--- config.mk ---
export PLATFORM = sky130hd
export DESIGN_NAME = lcg_random_range_jitter_top_flat
export DESIGN_NICKNAME = d
export VERILOG_FILES = /design/src/rtl/lrrj_pkg.sv /design/src/rtl/lrrj_if.sv /design/src/rtl/lrrj_ctrl.sv /design/src/rtl/lrrj_dp.sv /design/src/rtl/lcg_random_range_jitter_top.sv /design/src/flat_wrapper.sv
export SDC_FILE = /design/constraint.sdc
export NUM_CORES = 1
export LEC_CHECK = 0
export BUFFER_PORTS_ARGS = -buffer_cell sky130_fd_sc_hd__buf_2
export CORE_MARGIN = 4
export CORE_UTILIZATION = 32
export CTS_BUF_LIST = sky130_fd_sc_hd__clkbuf_8 sky130_fd_sc_hd__clkbuf_16
export DETAILED_ROUTE_END_ITERATION = 10
export GPL_TIMING_DRIVEN = 0
export SYNTH_ARGS = -nofsm -noshare
export SYNTH_HDL_FRONTEND = slang
export SYNTH_SLANG_ARGS = --single-unit
--- constraint.sdc ---
create_clock -name clk_i -period 7.75 [get_ports clk_i]
set_clock_uncertainty 0.15 [all_clocks]
set_input_delay 1.55 -clock clk_i [delete_from_list [all_inputs] [get_ports clk_i]]
set_output_delay 1.55 -clock clk_i [all_outputs]
set_load 0.05 [all_outputs]
--- src/rtl/lrrj_pkg.sv ---
// Shared constants, command codes and structure types of the random range and jitter block.
`default_nettype none

package lrrj_pkg;

  // Command codes of a request.
  localparam logic [1:0] CMD_RANGE  = 2'd0;
  localparam logic [1:0] CMD_DELAY  = 2'd1;
  localparam logic [1:0] CMD_SKIP   = 2'd2;
  localparam logic [1:0] CMD_SAMPLE = 2'd3;

  // Configuration register indexes.
  localparam logic [1:0] REG_SEED     = 2'd0;
  localparam logic [1:0] REG_CLAMP_LO = 2'd1;
  localparam logic [1:0] REG_CLAMP_HI = 2'd2;

  // Register values after reset.
  localparam logic        [31:0] SEED_RST     = 32'd1;
  localparam logic signed [15:0] CLAMP_LO_RST = -16'sd127;
  localparam logic        [14:0] CLAMP_HI_RST = 15'd127;

  // Linear congruential generator.
  localparam logic [31:0] LCG_MUL = 32'd1103515245;
  localparam logic [31:0] LCG_INC = 32'd12345;
  localparam int unsigned DRAW_W  = 15;
  localparam int unsigned DRAW_LO = 16;
  localparam int unsigned CNT_W   = $clog2(DRAW_W);

  // Delay jitter of plus or minus three microseconds, and the skip percentage scale.
  localparam int unsigned JITTER_US  = 3;
  localparam logic [31:0] DELAY_SPAN = 32'(2 * JITTER_US + 1);
  localparam logic [31:0] SKIP_SPAN  = 32'd100;
  localparam logic [7:0]  PCT_ALWAYS = 8'd100;

  typedef struct packed {
    logic [1:0]         cmd;
    logic [31:0]        range_low;
    logic [31:0]        range_high;
    logic [31:0]        base_delay_us;
    logic               jitter_enable;
    logic [7:0]         skip_percent;
    logic signed [15:0] sample_in;
    logic [13:0]        amplitude;
  } lrrj_item_t;

  typedef struct packed {
    logic [31:0]        value_out;
    logic               skip_flag;
    logic signed [15:0] jittered_sample;
  } lrrj_res_t;

  // Commands from the controller to the datapath.
  typedef struct packed {
    logic load;
    logic step;
    logic div;
    logic finish;
  } lrrj_cmd_t;

  // Status from the datapath to the controller.
  typedef struct packed {
    logic need_draw;
    logic div_last;
    logic out_free;
  } lrrj_stat_t;

endpackage

`default_nettype wire

--- src/rtl/lrrj_if.sv ---
// Request, result and configuration channel interfaces of the random range and jitter block.
`default_nettype none

interface lrrj_req_if;
  logic               valid;
  logic               ready;
  logic [1:0]         cmd;
  logic [31:0]        range_low;
  logic [31:0]        range_high;
  logic [31:0]        base_delay_us;
  logic               jitter_enable;
  logic [7:0]         skip_percent;
  logic signed [15:0] sample_in;
  logic [13:0]        amplitude;

  modport source (
    output valid, cmd, range_low, range_high, base_delay_us, jitter_enable,
           skip_percent, sample_in, amplitude,
    input  ready
  );
  modport sink (
    input  valid, cmd, range_low, range_high, base_delay_us, jitter_enable,
           skip_percent, sample_in, amplitude,
    output ready
  );
endinterface

interface lrrj_rsp_if;
  logic               valid;
  logic               ready;
  logic [31:0]        value_out;
  logic               skip_flag;
  logic signed [15:0] jittered_sample;

  modport source (output valid, value_out, skip_flag, jittered_sample, input ready);
  modport sink (input valid, value_out, skip_flag, jittered_sample, output ready);
endinterface

interface lrrj_cfg_if;
  logic        valid;
  logic        ready;
  logic [1:0]  index;
  logic [31:0] wdata;

  modport source (output valid, index, wdata, input ready);
  modport sink (input valid, index, wdata, output ready);
endinterface

`default_nettype wire

--- src/rtl/lrrj_ctrl.sv ---
// Controller state machine: sequences seeding, the generator step, the remainder loop and the result write.
`default_nettype none

module lrrj_ctrl
  import lrrj_pkg::*;
(
  input  wire logic       clk_i,
  input  wire logic       rst_ni,
  input  wire logic       req_valid_i,
  output logic            req_ready_o,
  input  wire lrrj_stat_t stat_i,
  output lrrj_cmd_t       cmd_o
);

  localparam logic [1:0] S_IDLE = 2'd0;
  localparam logic [1:0] S_STEP = 2'd1;
  localparam logic [1:0] S_DIV  = 2'd2;
  localparam logic [1:0] S_FIN  = 2'd3;

  logic [1:0] state_q, state_d;

  assign req_ready_o   = (state_q == S_IDLE);
  assign cmd_o.load    = req_valid_i && (state_q == S_IDLE);
  assign cmd_o.step    = (state_q == S_STEP);
  assign cmd_o.div     = (state_q == S_DIV);
  assign cmd_o.finish  = (state_q == S_FIN) && stat_i.out_free;

  always_comb begin
    state_d = state_q;
    unique case (state_q)
      S_IDLE: begin
        if (req_valid_i) begin
          state_d = stat_i.need_draw ? S_STEP : S_FIN;
        end
      end
      S_STEP: state_d = S_DIV;
      S_DIV: begin
        if (stat_i.div_last) begin
          state_d = S_FIN;
        end
      end
      S_FIN: begin
        if (stat_i.out_free) begin
          state_d = S_IDLE;
        end
      end
      default: state_d = S_IDLE;
    endcase
  end

  always_ff @(posedge clk_i or negedge rst_ni) begin
    if (!rst_ni) begin
      state_q <= S_IDLE;
    end else begin
      state_q <= state_d;
    end
  end

  a_cmd_onehot: assert property (@(posedge clk_i) disable iff (!rst_ni)
    $onehot0({cmd_o.load, cmd_o.step, cmd_o.div, cmd_o.finish}))
    else $error("more than one datapath command at once");

  a_draw_path: assert property (@(posedge clk_i) disable iff (!rst_ni)
    cmd_o.load && stat_i.need_draw |=> state_q == S_STEP)
    else $error("request needing a draw did not advance the generator");

  a_finish_idle: assert property (@(posedge clk_i) disable iff (!rst_ni)
    cmd_o.finish |=> state_q == S_IDLE && req_ready_o)
    else $error("controller did not return to idle after writing a result");

endmodule

`default_nettype wire

--- src/rtl/lrrj_dp.sv ---
// Datapath: configuration registers, generator state, serial remainder unit and result register.
`default_nettype none

module lrrj_dp
  import lrrj_pkg::*;
(
  input  wire logic        clk_i,
  input  wire logic        rst_ni,
  input  wire lrrj_item_t  item_i,
  input  wire lrrj_cmd_t   cmd_i,
  output lrrj_stat_t       stat_o,
  input  wire logic        cfg_valid_i,
  input  wire logic [1:0]  cfg_index_i,
  input  wire logic [31:0] cfg_wdata_i,
  output logic             rsp_valid_o,
  input  wire logic        rsp_ready_i,
  output lrrj_res_t        rsp_o
);

  // Configuration.
  logic        [31:0] seed_q;
  logic signed [15:0] clamp_lo_q;
  logic        [14:0] clamp_hi_q;

  // Generator state; zero means not yet seeded.
  logic [31:0] lcg_q;
  logic [31:0] lcg_op;
  logic [31:0] lcg_next;

  // Latched request.
  logic [1:0]         cmd_q;
  logic [31:0]        lo_q;
  logic [31:0]        base_q;
  logic               jen_q;
  logic [7:0]         pct_q;
  logic signed [15:0] sample_q;
  logic [13:0]        amp_q;
  logic               le_q;
  logic [31:0]        divisor_q;
  logic [31:0]        divisor_d;
  logic               need_draw;

  // Serial remainder unit.
  logic [DRAW_W-1:0] draw_q;
  logic [DRAW_W-1:0] rem_q;
  logic [DRAW_W-1:0] rem_d;
  logic [DRAW_W:0]   rem_sh;
  logic              rem_ge;
  logic [CNT_W-1:0]  cnt_q;

  // Result.
  logic               rsp_valid_q;
  lrrj_res_t          res_q;
  lrrj_res_t          res_d;
  logic signed [3:0]  jit;
  logic signed [33:0] dsum;
  logic signed [17:0] ssum;
  logic signed [17:0] clo_ext;
  logic signed [17:0] chi_ext;

  // Whether the incoming request consumes a draw.
  always_comb begin
    case (item_i.cmd)
      CMD_RANGE:  need_draw = 1'b1;
      CMD_DELAY:  need_draw = item_i.jitter_enable;
      CMD_SKIP:   need_draw = (item_i.skip_percent != 8'd0) &&
                              (item_i.skip_percent < PCT_ALWAYS);
      default:    need_draw = (item_i.sample_in != 16'sd0) &&
                              (item_i.amplitude != 14'd0);
    endcase
  end

  // Modulus of the draw; a zero span stands for the full 32-bit range.
  always_comb begin
    case (item_i.cmd)
      CMD_RANGE: divisor_d = item_i.range_high - item_i.range_low + 32'd1;
      CMD_DELAY: divisor_d = DELAY_SPAN;
      CMD_SKIP:  divisor_d = SKIP_SPAN;
      default:   divisor_d = {17'd0, item_i.amplitude, 1'b1};
    endcase
  end

  assign stat_o.need_draw = need_draw;
  assign stat_o.div_last  = (cnt_q == CNT_W'(DRAW_W - 1));
  assign stat_o.out_free  = !rsp_valid_q || rsp_ready_i;

  // One generator step, seeding from the seed register first when needed.
  assign lcg_op   = (lcg_q != 32'd0) ? lcg_q :
                    ((seed_q == 32'd0) ? 32'd1 : seed_q);
  assign lcg_next = lcg_op * LCG_MUL + LCG_INC;

  // Restoring remainder, one dividend bit per cycle. A zero divisor keeps the dividend.
  assign rem_sh = {rem_q, draw_q[DRAW_W-1]};
  assign rem_ge = {16'd0, rem_sh} >= divisor_q;
  always_comb begin
    rem_d = rem_ge ? DRAW_W'(rem_sh - divisor_q[DRAW_W:0]) : rem_sh[DRAW_W-1:0];
  end

  // Result of the finished request.
  assign jit     = $signed({1'b0, rem_q[2:0]}) - 4'(JITTER_US);
  assign dsum    = $signed({2'b00, base_q}) + {{30{jit[3]}}, jit};
  assign ssum    = {{2{sample_q[15]}}, sample_q} + $signed({3'b000, rem_q})
                   - $signed({4'b0000, amp_q});
  assign clo_ext = {{2{clamp_lo_q[15]}}, clamp_lo_q};
  assign chi_ext = $signed({3'b000, clamp_hi_q});

  always_comb begin
    res_d = '0;
    case (cmd_q)
      CMD_RANGE: begin
        res_d.value_out = le_q ? lo_q : lo_q + {17'd0, rem_q};
      end
      CMD_DELAY: begin
        if (!jen_q) begin
          res_d.value_out = base_q;
        end else if (dsum < 34'sd0) begin
          res_d.value_out = 32'd0;
        end else if (dsum[32]) begin
          res_d.value_out = 32'hFFFF_FFFF;
        end else begin
          res_d.value_out = dsum[31:0];
        end
      end
      CMD_SKIP: begin
        if (pct_q == 8'd0) begin
          res_d.skip_flag = 1'b0;
        end else if (pct_q >= PCT_ALWAYS) begin
          res_d.skip_flag = 1'b1;
        end else begin
          res_d.skip_flag = {1'b0, rem_q[6:0]} < pct_q;
        end
      end
      default: begin
        if (sample_q == 16'sd0 || amp_q == 14'd0) begin
          res_d.jittered_sample = sample_q;
        end else if (ssum < clo_ext) begin
          res_d.jittered_sample = clamp_lo_q;
        end else if (ssum > chi_ext) begin
          res_d.jittered_sample = $signed({1'b0, clamp_hi_q});
        end else begin
          res_d.jittered_sample = ssum[15:0];
        end
      end
    endcase
  end

  // Control state: configuration, generator, result valid.
  always_ff @(posedge clk_i or negedge rst_ni) begin
    if (!rst_ni) begin
      seed_q      <= SEED_RST;
      clamp_lo_q  <= CLAMP_LO_RST;
      clamp_hi_q  <= CLAMP_HI_RST;
      lcg_q       <= 32'd0;
      rsp_valid_q <= 1'b0;
    end else begin
      if (cfg_valid_i) begin
        unique case (cfg_index_i)
          REG_SEED:     seed_q     <= cfg_wdata_i;
          REG_CLAMP_LO: clamp_lo_q <= cfg_wdata_i[15:0];
          REG_CLAMP_HI: clamp_hi_q <= cfg_wdata_i[14:0];
          default: ;
        endcase
      end
      if (cmd_i.step) begin
        lcg_q <= lcg_next;
      end
      if (cmd_i.finish) begin
        rsp_valid_q <= 1'b1;
      end else if (rsp_ready_i) begin
        rsp_valid_q <= 1'b0;
      end
    end
  end

  // Payload registers.
  always_ff @(posedge clk_i) begin
    if (cmd_i.load) begin
      cmd_q     <= item_i.cmd;
      lo_q      <= item_i.range_low;
      base_q    <= item_i.base_delay_us;
      jen_q     <= item_i.jitter_enable;
      pct_q     <= item_i.skip_percent;
      sample_q  <= item_i.sample_in;
      amp_q     <= item_i.amplitude;
      le_q      <= item_i.range_high <= item_i.range_low;
      divisor_q <= divisor_d;
    end
    if (cmd_i.step) begin
      draw_q <= lcg_next[DRAW_LO +: DRAW_W];
      rem_q  <= '0;
      cnt_q  <= '0;
    end else if (cmd_i.div) begin
      draw_q <= {draw_q[DRAW_W-2:0], 1'b0};
      rem_q  <= rem_d;
      cnt_q  <= cnt_q + CNT_W'(1);
    end
    if (cmd_i.finish) begin
      res_q <= res_d;
    end
  end

  assign rsp_valid_o = rsp_valid_q;
  assign rsp_o       = res_q;

  a_rem_bound: assert property (@(posedge clk_i) disable iff (!rst_ni)
    cmd_i.div && stat_o.div_last |=> divisor_q == 32'd0 || {17'd0, rem_q} < divisor_q)
    else $error("remainder not below the divisor at the end of the loop");

  a_finish_shows: assert property (@(posedge clk_i) disable iff (!rst_ni)
    cmd_i.finish |=> rsp_valid_o)
    else $error("finished request did not reach the result register");

endmodule

`default_nettype wire

--- src/rtl/lcg_random_range_jitter_top.sv ---
// Top level of the random range and jitter block: channels, controller and datapath.
//
// Usage: requests enter on req_i (valid/ready). Each request carries a command:
// a range draw, a jittered delay, a skip decision or a jittered sample. Every
// request gives exactly one result on rsp_o (valid/ready); fields that the
// command does not use read as zero. Configuration writes arrive on cfg_i,
// which is always ready: index 0 is the seed, 1 the low clamp, 2 the high
// clamp; other indexes are ignored. Write configuration only while idle.
//
// Sequence: a request that consumes a draw passes through the generator step
// (a truncated 32 by 32 multiply and add), the remainder loop, one bit of the
// 15-bit draw per cycle, and the write of the result register. A request that
// needs no draw goes straight to the result write. The next request is taken
// only after the result register has been written.
//
// Reset clears the generator to its unseeded state and loads the register
// defaults. A stalled receiver holds the result; the block finishes its current
// request and waits for the result register to free before accepting another.
`default_nettype none

module lcg_random_range_jitter_top
  import lrrj_pkg::*;
(
  input  wire logic     clk_i,
  input  wire logic     rst_ni,
  lrrj_req_if.sink      req_i,
  lrrj_rsp_if.source    rsp_o,
  lrrj_cfg_if.sink      cfg_i
);

  lrrj_item_t item;
  lrrj_res_t  res;
  lrrj_cmd_t  cmd;
  lrrj_stat_t stat;
  logic       req_ready;
  logic       rsp_valid;

  // Gather the request payload into one structure for the datapath.
  assign item.cmd           = req_i.cmd;
  assign item.range_low     = req_i.range_low;
  assign item.range_high    = req_i.range_high;
  assign item.base_delay_us = req_i.base_delay_us;
  assign item.jitter_enable = req_i.jitter_enable;
  assign item.skip_percent  = req_i.skip_percent;
  assign item.sample_in     = req_i.sample_in;
  assign item.amplitude     = req_i.amplitude;

  assign req_i.ready = req_ready;

  // Configuration writes are always accepted.
  assign cfg_i.ready = 1'b1;

  lrrj_ctrl u_ctrl (
    .clk_i       (clk_i),
    .rst_ni      (rst_ni),
    .req_valid_i (req_i.valid),
    .req_ready_o (req_ready),
    .stat_i      (stat),
    .cmd_o       (cmd)
  );

  lrrj_dp u_dp (
    .clk_i       (clk_i),
    .rst_ni      (rst_ni),
    .item_i      (item),
    .cmd_i       (cmd),
    .stat_o      (stat),
    .cfg_valid_i (cfg_i.valid),
    .cfg_index_i (cfg_i.index),
    .cfg_wdata_i (cfg_i.wdata),
    .rsp_valid_o (rsp_valid),
    .rsp_ready_i (rsp_o.ready),
    .rsp_o       (res)
  );

  // The result register drives the output channel directly.
  assign rsp_o.valid           = rsp_valid;
  assign rsp_o.value_out       = res.value_out;
  assign rsp_o.skip_flag       = res.skip_flag;
  assign rsp_o.jittered_sample = res.jittered_sample;

endmodule

`default_nettype wire
--- src/flat_wrapper.sv ---
// flat-port wrapper written by rule: the top's interface ports become plain ports
module lcg_random_range_jitter_top_flat import lrrj_pkg::*;
  (clk_i, rst_ni, req_i_valid, req_i_cmd, req_i_range_low, req_i_range_high, req_i_base_delay_us, req_i_jitter_enable, req_i_skip_percent, req_i_sample_in, req_i_amplitude, req_i_ready, rsp_o_valid, rsp_o_value_out, rsp_o_skip_flag, rsp_o_jittered_sample, rsp_o_ready, cfg_i_valid, cfg_i_index, cfg_i_wdata, cfg_i_ready);
  lrrj_req_if req_i_i ();
  lrrj_rsp_if rsp_o_i ();
  lrrj_cfg_if cfg_i_i ();
  input  wire logic clk_i;
  input  wire logic rst_ni;
  input wire logic [$bits(req_i_i.valid)-1:0] req_i_valid;
  input wire logic [$bits(req_i_i.cmd)-1:0] req_i_cmd;
  input wire logic [$bits(req_i_i.range_low)-1:0] req_i_range_low;
  input wire logic [$bits(req_i_i.range_high)-1:0] req_i_range_high;
  input wire logic [$bits(req_i_i.base_delay_us)-1:0] req_i_base_delay_us;
  input wire logic [$bits(req_i_i.jitter_enable)-1:0] req_i_jitter_enable;
  input wire logic [$bits(req_i_i.skip_percent)-1:0] req_i_skip_percent;
  input wire logic [$bits(req_i_i.sample_in)-1:0] req_i_sample_in;
  input wire logic [$bits(req_i_i.amplitude)-1:0] req_i_amplitude;
  output wire logic [$bits(req_i_i.ready)-1:0] req_i_ready;
  output wire logic [$bits(rsp_o_i.valid)-1:0] rsp_o_valid;
  output wire logic [$bits(rsp_o_i.value_out)-1:0] rsp_o_value_out;
  output wire logic [$bits(rsp_o_i.skip_flag)-1:0] rsp_o_skip_flag;
  output wire logic [$bits(rsp_o_i.jittered_sample)-1:0] rsp_o_jittered_sample;
  input wire logic [$bits(rsp_o_i.ready)-1:0] rsp_o_ready;
  input wire logic [$bits(cfg_i_i.valid)-1:0] cfg_i_valid;
  input wire logic [$bits(cfg_i_i.index)-1:0] cfg_i_index;
  input wire logic [$bits(cfg_i_i.wdata)-1:0] cfg_i_wdata;
  output wire logic [$bits(cfg_i_i.ready)-1:0] cfg_i_ready;
  assign req_i_i.valid = req_i_valid;
  assign req_i_i.cmd = req_i_cmd;
  assign req_i_i.range_low = req_i_range_low;
  assign req_i_i.range_high = req_i_range_high;
  assign req_i_i.base_delay_us = req_i_base_delay_us;
  assign req_i_i.jitter_enable = req_i_jitter_enable;
  assign req_i_i.skip_percent = req_i_skip_percent;
  assign req_i_i.sample_in = req_i_sample_in;
  assign req_i_i.amplitude = req_i_amplitude;
  assign req_i_ready = req_i_i.ready;
  assign rsp_o_valid = rsp_o_i.valid;
  assign rsp_o_value_out = rsp_o_i.value_out;
  assign rsp_o_skip_flag = rsp_o_i.skip_flag;
  assign rsp_o_jittered_sample = rsp_o_i.jittered_sample;
  assign rsp_o_i.ready = rsp_o_ready;
  assign cfg_i_i.valid = cfg_i_valid;
  assign cfg_i_i.index = cfg_i_index;
  assign cfg_i_i.wdata = cfg_i_wdata;
  assign cfg_i_ready = cfg_i_i.ready;
  lcg_random_range_jitter_top u_core (.clk_i(clk_i), .rst_ni(rst_ni), .req_i(req_i_i), .rsp_o(rsp_o_i), .cfg_i(cfg_i_i));
endmodule
# == Word-level counts from Yosys, hierarchy flattened ==
# Index checks and enable logic that the tools add are counted.
# classes
n_lt_le_gt_ge,8
n_addsub,10
multipliers,1
muxes,23
bitwise,1
n_eq_ne,13
n_reduce_logical,27
# ops
cell,n
two-way mux 32 bit,6
one-hot mux 32 bit (3 select lines),1
one-hot mux 32 bit (2 select lines),1
two-way mux 16 bit,3
two-way mux 15 bit,3
adder 33 x 4 -> 34 bit,1
< comparator 34 x 1 -> 1 bit (second input constant),1
adder 32 x 1 -> 32 bit (second input constant),1
adder 32 x 14 -> 32 bit (second input constant),1
adder 32 x 15 -> 32 bit,1
greater-or-equal comparator 16 x 32 -> 1 bit,1
<= comparator 32 bit,1
zero test 32 bit,1
multiplier 32 x 31 -> 32 bit (second input constant),1
nonzero test 32 bit,1
subtractor 32 bit,1
> comparator 18 x 16 -> 1 bit,1
< comparator 18 x 16 -> 1 bit,1
subtractor 17 x 15 -> 18 bit,1
adder 16 x 16 -> 17 bit,1
zero test 16 bit,1
nonzero test 16 bit,1
subtractor 15 bit,1
zero test 14 bit,1
other kinds (26),50
# totals
out_inout_bits,52
inputBits,176
register_bits,319

# == Logic depth before layout (Yosys ltp) ==
# Gate-level depths: netlist (run 1).
# depth
ltp_word,6
mapped_depth,34

# == By module ==
# From an unflattened synthesis (run 1), not the netlist that was laid out.
# unflattened
hier_cells,3053
hier_area_um2,30229.0
# modules_own_cells
mod,area_each_um2,cells_per_inst,instances
lrrj_dp,30037.6,3032,1
lrrj_ctrl,180.2,19,1
lcg_random_range_jitter_top,11.3,2,1

# == Worst setup path after synthesis (run 1) ==
# No wires, ideal clock.
# synth_path
path_kind,flip-flop to flip-flop
start,reg u_core.u_dp.lcg_q[29]
end,"reg u_core.u_dp.draw_q[13], data pin"
setup_slack_ps,-606
setup_ps,264
path_buffers,3
stages_incl_launch_ff,34
synth_period_minus_slack_ps,8356
arrival_time_ps,7942
t_required_ps,7336
cell_sequence,dfrtp_1 > nor4_1 > nand4_1 > a211oi_1 > clkbuf_1 > clkbuf_1 > buf_1 > nand2_1 > nand2_1 > ha_1 > fa_1 > inv_1 > fa_1 > fa_1 > inv_1 > ha_1 > inv_1 > fa_1 > inv_1 > fa_1 > inv_1 > fa_1 > inv_1 > ha_1 > or3_1 > nor3_1 > and4b_1 > a21oi_1 > o31ai_1 > nand2_1 > a21oi_1 > or3_1 > nand3_1 > o21ai_0
# synth_via
elab_chain_len,5
# synth_lines
element,line_no,source
"start, declared",lrrj_dp.sv:26,logic [31:0] lcg_q;
"start signal, assigned",lrrj_dp.sv:165,lcg_q <= lcg_next;
nonzero test 32 bit,lrrj_dp.sv:88,assign lcg_op = (lcg_q != 32'd0) ? lcg_q :
two-way mux 32 bit *,lrrj_dp.sv:88,
multiplier 32 x 31 -> 32 bit *,lrrj_dp.sv:90,assign lcg_next = lcg_op * LCG_MUL + LCG_INC;
adder 32 x 14 -> 32 bit *,lrrj_dp.sv:90,
two-way mux 15 bit *,lrrj_dp.sv:188,if (cmd_i.step) begin
"end signal, assigned",lrrj_dp.sv:189,draw_q <= lcg_next[DRAW_LO +: DRAW_W];
"end signal, assigned",lrrj_dp.sv:193,"draw_q <= {draw_q[DRAW_W-2:0], 1'b0};"
"end, declared",lrrj_dp.sv:44,logic [DRAW_W-1:0] draw_q;
# Mark *: on every way between the ends. The rest lies on a longest branch, timed or not.
# A chain may end at the register's enable or synchronous reset.

# == Final worst setup path (run 1) ==
# layout_path
start,reg u_core.u_dp.lcg_q[3]
end,"reg u_core.u_dp.draw_q[13], data pin"
# Same word-level chain as after synthesis.

==> results.md, run 1 <==
* Max_cap viols at 0
* Initial Utilization at roughly a third
* Per-cell routed wire length at 19.8 um
* Clock latency on the worst-skew pair at 580 ps
* Seq cells post-synth at 319
* Fin nets at between 4000 and 5000
* Synth area leaders: edfxtp_1 20%, ha_1 17%, fa_1 14%
* Final Critical Period at 8160 ps
* Row count at around 110
* Slew margin rel. at 35.1%
* H-tree levels at 2
* Mapped cell area at slightly above 0.03 mm^2
* Slowest CP cell: fa_1
* CP Buf/Inv Count at 10
* HP Class: flip-flop to flip-flop
* Commonest cells post-synth: 650 x inv_1, 402 x ha_1, 213 x fa_1
* Critical Path RT at 7880 ps
* Seq/Total Area, Yosys at between 20% and 30%
* Fin. max-slew vios at 0
* Top_reg_cell synth: edfxtp_1
* Syn nets at 3906
* DIE WIDTH at approximately 320 um
* Largest net degree at the start of global routing at around 70
* Vias in the first global route at roughly 24000
* Area grow syn2layout at 19.9%
* DP HPWL at about 76000 um
* Final setup fails at 23
* Synth Instances at 3115
* Final wirelength at 94400 um
* Initial antenna violation count at 29
* Grt ovf at 0
* Layout cells sized above 1 at 19.5%
* DRC at 0
* Biggest cell delay along the critical path at 570 ps
* Worst setup EP type: flip-flop
* # port buffers at 226
* CTS Buf Count at 38
* Drt initial violations at 2031
* Crit start category: flip-flop
* RSZ-0062 raised after global routing: true
* I/O pin total at 228
* Count leader, synth: inv_1
* Post-route ant nets at 0
* Final WS setup at -411 ps
* Failing checks: setup timing
* Most used cell, CP: inv_2
* Root Driver: clkbuf_16
* Share of the synthesized area in the top cell type at 20.0%
* Final count of hold timing violations at 0
* Via density at 5.01
* First-pass GRT wire length at 143000 um
* Via count at between 20000 and 25000
* Clk slew on worst S/H paths at 60 ps
* Met2 GRT Util at 29.3%
* Sink Count at 319
* Status: complete, but fails checks
* Hold-fix buffers at CTS at 0
* Post-synth EDFFs at roughly 200
* CTS Buffer Depth at 3
* CP arrival at 8290 ps
* Total Routing Usage GR at between 10% and 20%
* Yosys cell types at 90
* Die height at 316 um
* CTS tree: yes
* Hold slack at approximately 360 ps
* TritonRoute pass-1 iters at 7
* Post-synth top area cell: edfxtp_1
* Routability cong. at approximately 0.91
* Asr flop ratio synth at 30.7%
* Core area at 0.0937 mm^2
* Dpl ws at -1650 ps
* YS warnings at 0
* Slew at the pin closest to its max-slew limit at 972 ps
* Final period utilization at 105%
* Worst-path maximum fanout at 6
* CP top delay family: adder cells
* Met3 Track Usage GR at 2.78%
* Synthesized area per cell at 9.75 um^2
* Placed cell count at 4601
* Die area at approximately 0.1 mm^2
* Met1 Usage GRT at ~27%
* Gr busiest metal: met2
* Fmax at 123 MHz
* Setup CP Type: flip-flop to flip-flop
* Final cell count without fillers at approximately 4800
==> cell families (layout without fill, tap and decap cells) <==
| logic type | Yosys count | after routing | synth area share (%) |
|---|---|---|---|
| multiplexers | 95 | 95 | 3.48 |
| adder cells (fa/ha/maj) | 615 | 615 | 30.6 |
| buffers and inverters | 713 | 1096 | 8.86 |
| other | 1 | 13 | 0.0124 |
| XOR/XNOR | 165 | 165 | 4.76 |
| flip-flops | 319 | 319 | 29.4 |
| AO/OA/AOI/OAI | 643 | 643 | 13.6 |
| AND/OR/NAND/NOR | 564 | 564 | 9.26 |
==> state kept, by name, indices dropped and copies added, names as in the netlist, 4 cells and up <==
| name | flops |
|---|---|
| u_core.u_dp.divisor_q | 32 |
| u_core.u_dp.rsp_o | 49 |
| u_core.u_dp.base_q | 32 |
| u_core.u_dp.sample_q | 16 |
| u_core.u_dp.seed_q | 32 |
| u_core.u_dp.clamp_lo_q | 16 |
| u_core.u_dp.cnt_q | 4 |
| u_core.u_dp.lcg_q | 32 |
| u_core.u_dp.lo_q | 32 |
| u_core.u_dp.amp_q | 14 |
| u_core.u_dp.rem_q | 15 |
| u_core.u_dp.draw_q | 15 |
| u_core.u_dp.clamp_hi_q | 15 |
| u_core.u_dp.pct_q | 8 |
==> cell type report <==
cell class,instances,area [um^2]
Inverter,650,2450
Buffer,61,309
Clock buffer,41,1000
Tap cell,1254,1570
Multi-Input combinational cell,2083,19900
Fill cell,9210,57300
Sequential cell,319,8940
Timing Repair Buffer,317,1990
Clock inverter,27,213
Antenna cell,12,30.0
==> cell usage in the layout, fill, tap and decap left out, types with 82 or more instances in the layout <==
| cell | n |
|---|---|
| nor2_1 | 161 |
| buf_2 | 233 |
| fa_1 | 207 |
| edfxtp_1 | 202 |
| o21ai_0 | 133 |
| mux2_2 | 82 |
| inv_1 | 637 |
| ha_1 | 365 |
| xnor2_1 | 106 |
| a21oi_1 | 157 |
| nand2_1 | 116 |
==> worst register-to-register path, delay by kind of cell, from the launching register on <==
kind | cells | cell delay [ps]
fa+ha+maj | 9 | 3690
simple gates | 10 | 1960
buf+inv | 10 | 900
compound gates | 5 | 740
flops | 1 | 440
==> path summary, 6_finish.rpt <==
| check | end | slack, ps | cells past startpoint | from |
|---|---|---|---|---|
| worst min-delay path | u_core.u_dp.clamp_hi_q[7] | 360 | 1 | u_core.u_dp.clamp_hi_q[7] |
| max in group asynchronous | u_core.u_dp.clamp_hi_q[6] | 5900 | 2 | rst_ni |
| worst min register to register | u_core.u_dp.clamp_hi_q[7] | 360 | 1 | u_core.u_dp.clamp_hi_q[7] |
| worst max-delay path | u_core.u_dp.draw_q[13] | -410 | 34 | u_core.u_dp.lcg_q[3] |
| worst max register to register | u_core.u_dp.draw_q[13] | -410 | 34 | u_core.u_dp.lcg_q[3] |
| min in group asynchronous | u_core.u_dp.seed_q[21] | 790 | 1 | rst_ni |
==> through the flow <==
stage                     area [um^2]  util [%]  setup TNS, ps
final                           36400      38.8          -5330
after floorplan                 30400         -              0
after CTS                       35800      38.1          -4050
after global placement          33100      35.3         -44300
after global routing            36400      38.8         -10980
after detailed placement        33300      35.5         -31330
==> layer usage <==
| layer | up-vias | share of wire [%] |
|---|---|---|
| met2 | 702 | 45 |
| met1 | 11700 | 47 |
| met5 | - | 0.014 |
| li1 | 11300 | - |
| met4 | 2 | 2.9 |
| met3 | 161 | 5.9 |
==> timing repair <==
| action | in CTS | in global routing |
|---|---|---|
| setup buffers | 48 | 35 |
| cloned | 2 | 0 |
| endpoints found under the setup margin | 32 | 30 |
| pin swaps | 56 | 68 |
| gates resized for setup | 174 | 69 |
Power of run 1 is left out: the tool's default activity adds up to more than one toggle a clock period on the data nets, which glitch-free logic cannot reach.
==> run 2, diff against run 1 <==
--- a/config.mk
+++ b/config.mk
@@ -8,2 +8,3 @@
 export BUFFER_PORTS_ARGS = -buffer_cell sky130_fd_sc_hd__buf_2
+export CORE_ASPECT_RATIO = 0.9
 export CORE_MARGIN = 4
--- a/constraint.sdc
+++ b/constraint.sdc
@@ -4,2 +4,2 @@
 set_output_delay 1.55 -clock clk_i [all_outputs]
-set_load 0.05 [all_outputs]
+set_load 0.005 [all_outputs]
==> run 2 against run 1 <==
Effect of this change: the flow still finishes with violations (setup timing); design area decreased by 0.14%; die area about the same; routed wire length increased by 0.83%; via count increased by 0.38%; critical path depth decreased by 5; register-to-register slack improved by 50 ps; flip-flop and latch count unchanged; fmax increased by 0.61%; global-route usage about the same; setup slack improved by 49 ps; sequential share of layout area about the same.
==> results.md, run 2 (synthesis gave the netlist of run 1 again) <==
* Setup CP Type: flip-flop to flip-flop (unchanged)
* Final count of hold timing violations at 0 (unchanged)
* Slowest CP cell: fa_1 (unchanged)
* DIE WIDTH at 333 um (was 316 um)
* Vias in the first global route at 23700 (was 23600)
* CP top delay family: adder cells (unchanged)
* Root Driver: clkbuf_16 (unchanged)
* Worst-path maximum fanout at 6 (unchanged)
* TritonRoute pass-1 iters at 8 (was 7)
* Fin area at 0.0364 mm^2 (about the same)
* Sink Count at 319 (unchanged)
* Commonest non-fill, non-tap cell in the layout: inv_1 (unchanged)
* Routability cong. at 0.931 (was 0.911)
* DRC at 0 (unchanged)
* Worst setup EP type: flip-flop (unchanged)
* Final cell count without fillers at 4741 (was 4764)
* Fin nets at 4245 (was 4261)
* Via density at 5.05 (was 5.01)
* Drt initial violations at 1671 (was 2031)
* Area grow syn2layout at 19.7% (was 19.9%)
* Initial Utilization at 32.5% (was 32.4%)
* Max_cap viols at 0 (unchanged)
* CTS Buffer Depth at 3 (unchanged)
* Layout cells sized above 1 at 19.3% (was 19.5%)
* DP HPWL at 76700 um (was 76300 um)
* Row count at 106 (was 112)
* # port buffers at 226 (unchanged)
* Slew margin rel. at 27.6% (was 35.1%)
* Die area at 0.0999 mm^2 (about the same)
* Placed cell count at 4588 (was 4601)
* Critical Path RT at 7930 ps (was 7880 ps)
* Clk slew on worst S/H paths at 60 ps (about the same)
* Final Critical Period at 8110 ps (was 8160 ps)
* Final setup fails at 19 (was 23)
* Final WS setup at -362 ps (was -411 ps)
* Final wirelength at 95200 um (was 94400 um)
* Failing checks: setup timing (unchanged)
* Die height at 300 um (was 316 um)
* Final core occ at 38.9% (was 38.8%)
* Most used cell, CP: fa_1 (was inv_2)
* Fin. max-slew vios at 0 (unchanged)
* Fmax at 123 MHz (about the same)
* Via count at 23900 (about the same)
* Flip-flop count of the largest register after layout at 49 (unchanged)
* Clock latency on the worst-skew pair at 600 ps (was 580 ps)
* CP arrival at 8290 ps (about the same)
* Final period utilization at 105% (about the same)
* Crit start category: flip-flop (unchanged)
* First-pass GRT wire length at 144000 um (was 143000 um)
* CP Buf/Inv Count at 8 (was 10)
* CTS Buf Count at 41 (was 38)
* Largest net degree at the start of global routing at 68 (was 69)
* I/O pin total at 228 (unchanged)
* Per-cell routed wire length at 20.1 um (was 19.8 um)
* Initial antenna violation count at 21 (was 29)
* Status: complete, but fails checks (unchanged)
* Grt ovf at 0 (unchanged)
* CTS tree: yes (unchanged)
* Core area at 0.0935 mm^2 (was 0.0937 mm^2)
* Total Routing Usage GR at 18.7% (about the same)
* RSZ-0062 raised after global routing: true (unchanged)
* Most frequent cells in the layout: 635 x inv_1, 364 x ha_1, 233 x buf_2 (was 637 x inv_1, 365 x ha_1, 233 x buf_2)
* Post-route ant nets at 0 (unchanged)
* Placed instance area at 0.0333 mm^2 (about the same)
* HP Class: flip-flop to flip-flop (unchanged)
* Biggest cell delay along the critical path at 560 ps (was 570 ps)
* H-tree levels at 2 (unchanged)
* Slew at the pin closest to its max-slew limit at 1090 ps (was 972 ps)
==> run 2: cell types whose count changed in the layout (fill, tap and decap cells not counted), sizes merged <==
| cell | previous run | this run |
|---|---|---|
| buf | 331 | 312 |
| clkinv | 11 | 14 |
| clkbuf | 87 | 90 |
| bufinv | 2 | 5 |
| inv | 660 | 659 |
==> run 2: cell type report <==
class	count	area (um^2)
multi-input cells	2083	19900
inverters	650	2450
diodes	12	30.0
repair buffers	298	1810
flip-flops and latches	319	8940
clock buffers	44	1080
well taps	1242	1550
plain buffers	61	309
fillers	9216	57100
clock inverters	32	333
==> run 2: timing repair <==
| item | CTS | global route |
|---|---|---|
| pin swaps | 78 | 35 |
| setup endpoints to repair | 33 | 30 |
| gates cloned | 2 | 0 |
| resized for setup | 190 | 52 |
| endpoints found under the hold margin | 0 | 0 |
| setup buffers | 55 | 11 |
| hold buffers | 0 | 0 |
==> run 2: worst paths after layout <==
check	start	end	slack, ps	cells past startpoint
setup / recovery	u_core.u_dp.seed_q[13]	u_core.u_dp.draw_q[14]	-360	29
hold / removal	u_core.u_dp.clamp_hi_q[8]	u_core.u_dp.clamp_hi_q[8]	360	1
setup reg to reg	u_core.u_dp.seed_q[13]	u_core.u_dp.draw_q[14]	-360	29
hold reg to reg	u_core.u_dp.clamp_hi_q[8]	u_core.u_dp.clamp_hi_q[8]	360	1
max in group asynchronous	rst_ni	u_core.u_dp.clamp_lo_q[15]	5870	2
min in group asynchronous	rst_ni	u_core.u_dp.seed_q[21]	790	1
==> run 2: per-stage QoR <==
| step | hold WS (ps) | setup TNS, ps | setup WS [ps] |
|---|---|---|---|
| 4_1_cts | 358 | -2840 | -328 |
| 6_report | 356 | -4000 | -362 |
| 2_1_floorplan | 329 | 0 | 21.1 |
| 3_5_place_dp | 344 | -36860 | -1690 |
| 3_3_place_gp | 340 | -40050 | -1830 |
| 5_1_grt | 370 | -9280 | -644 |
==> run 2: metal layers <==
metal	track usage [%]	wire, um
met3	3.31	6440
met2	29.5	42700
met1	26.5	43600
met5	0	54
met4	5.04	2430
Power of run 2 is left out for the same reason.
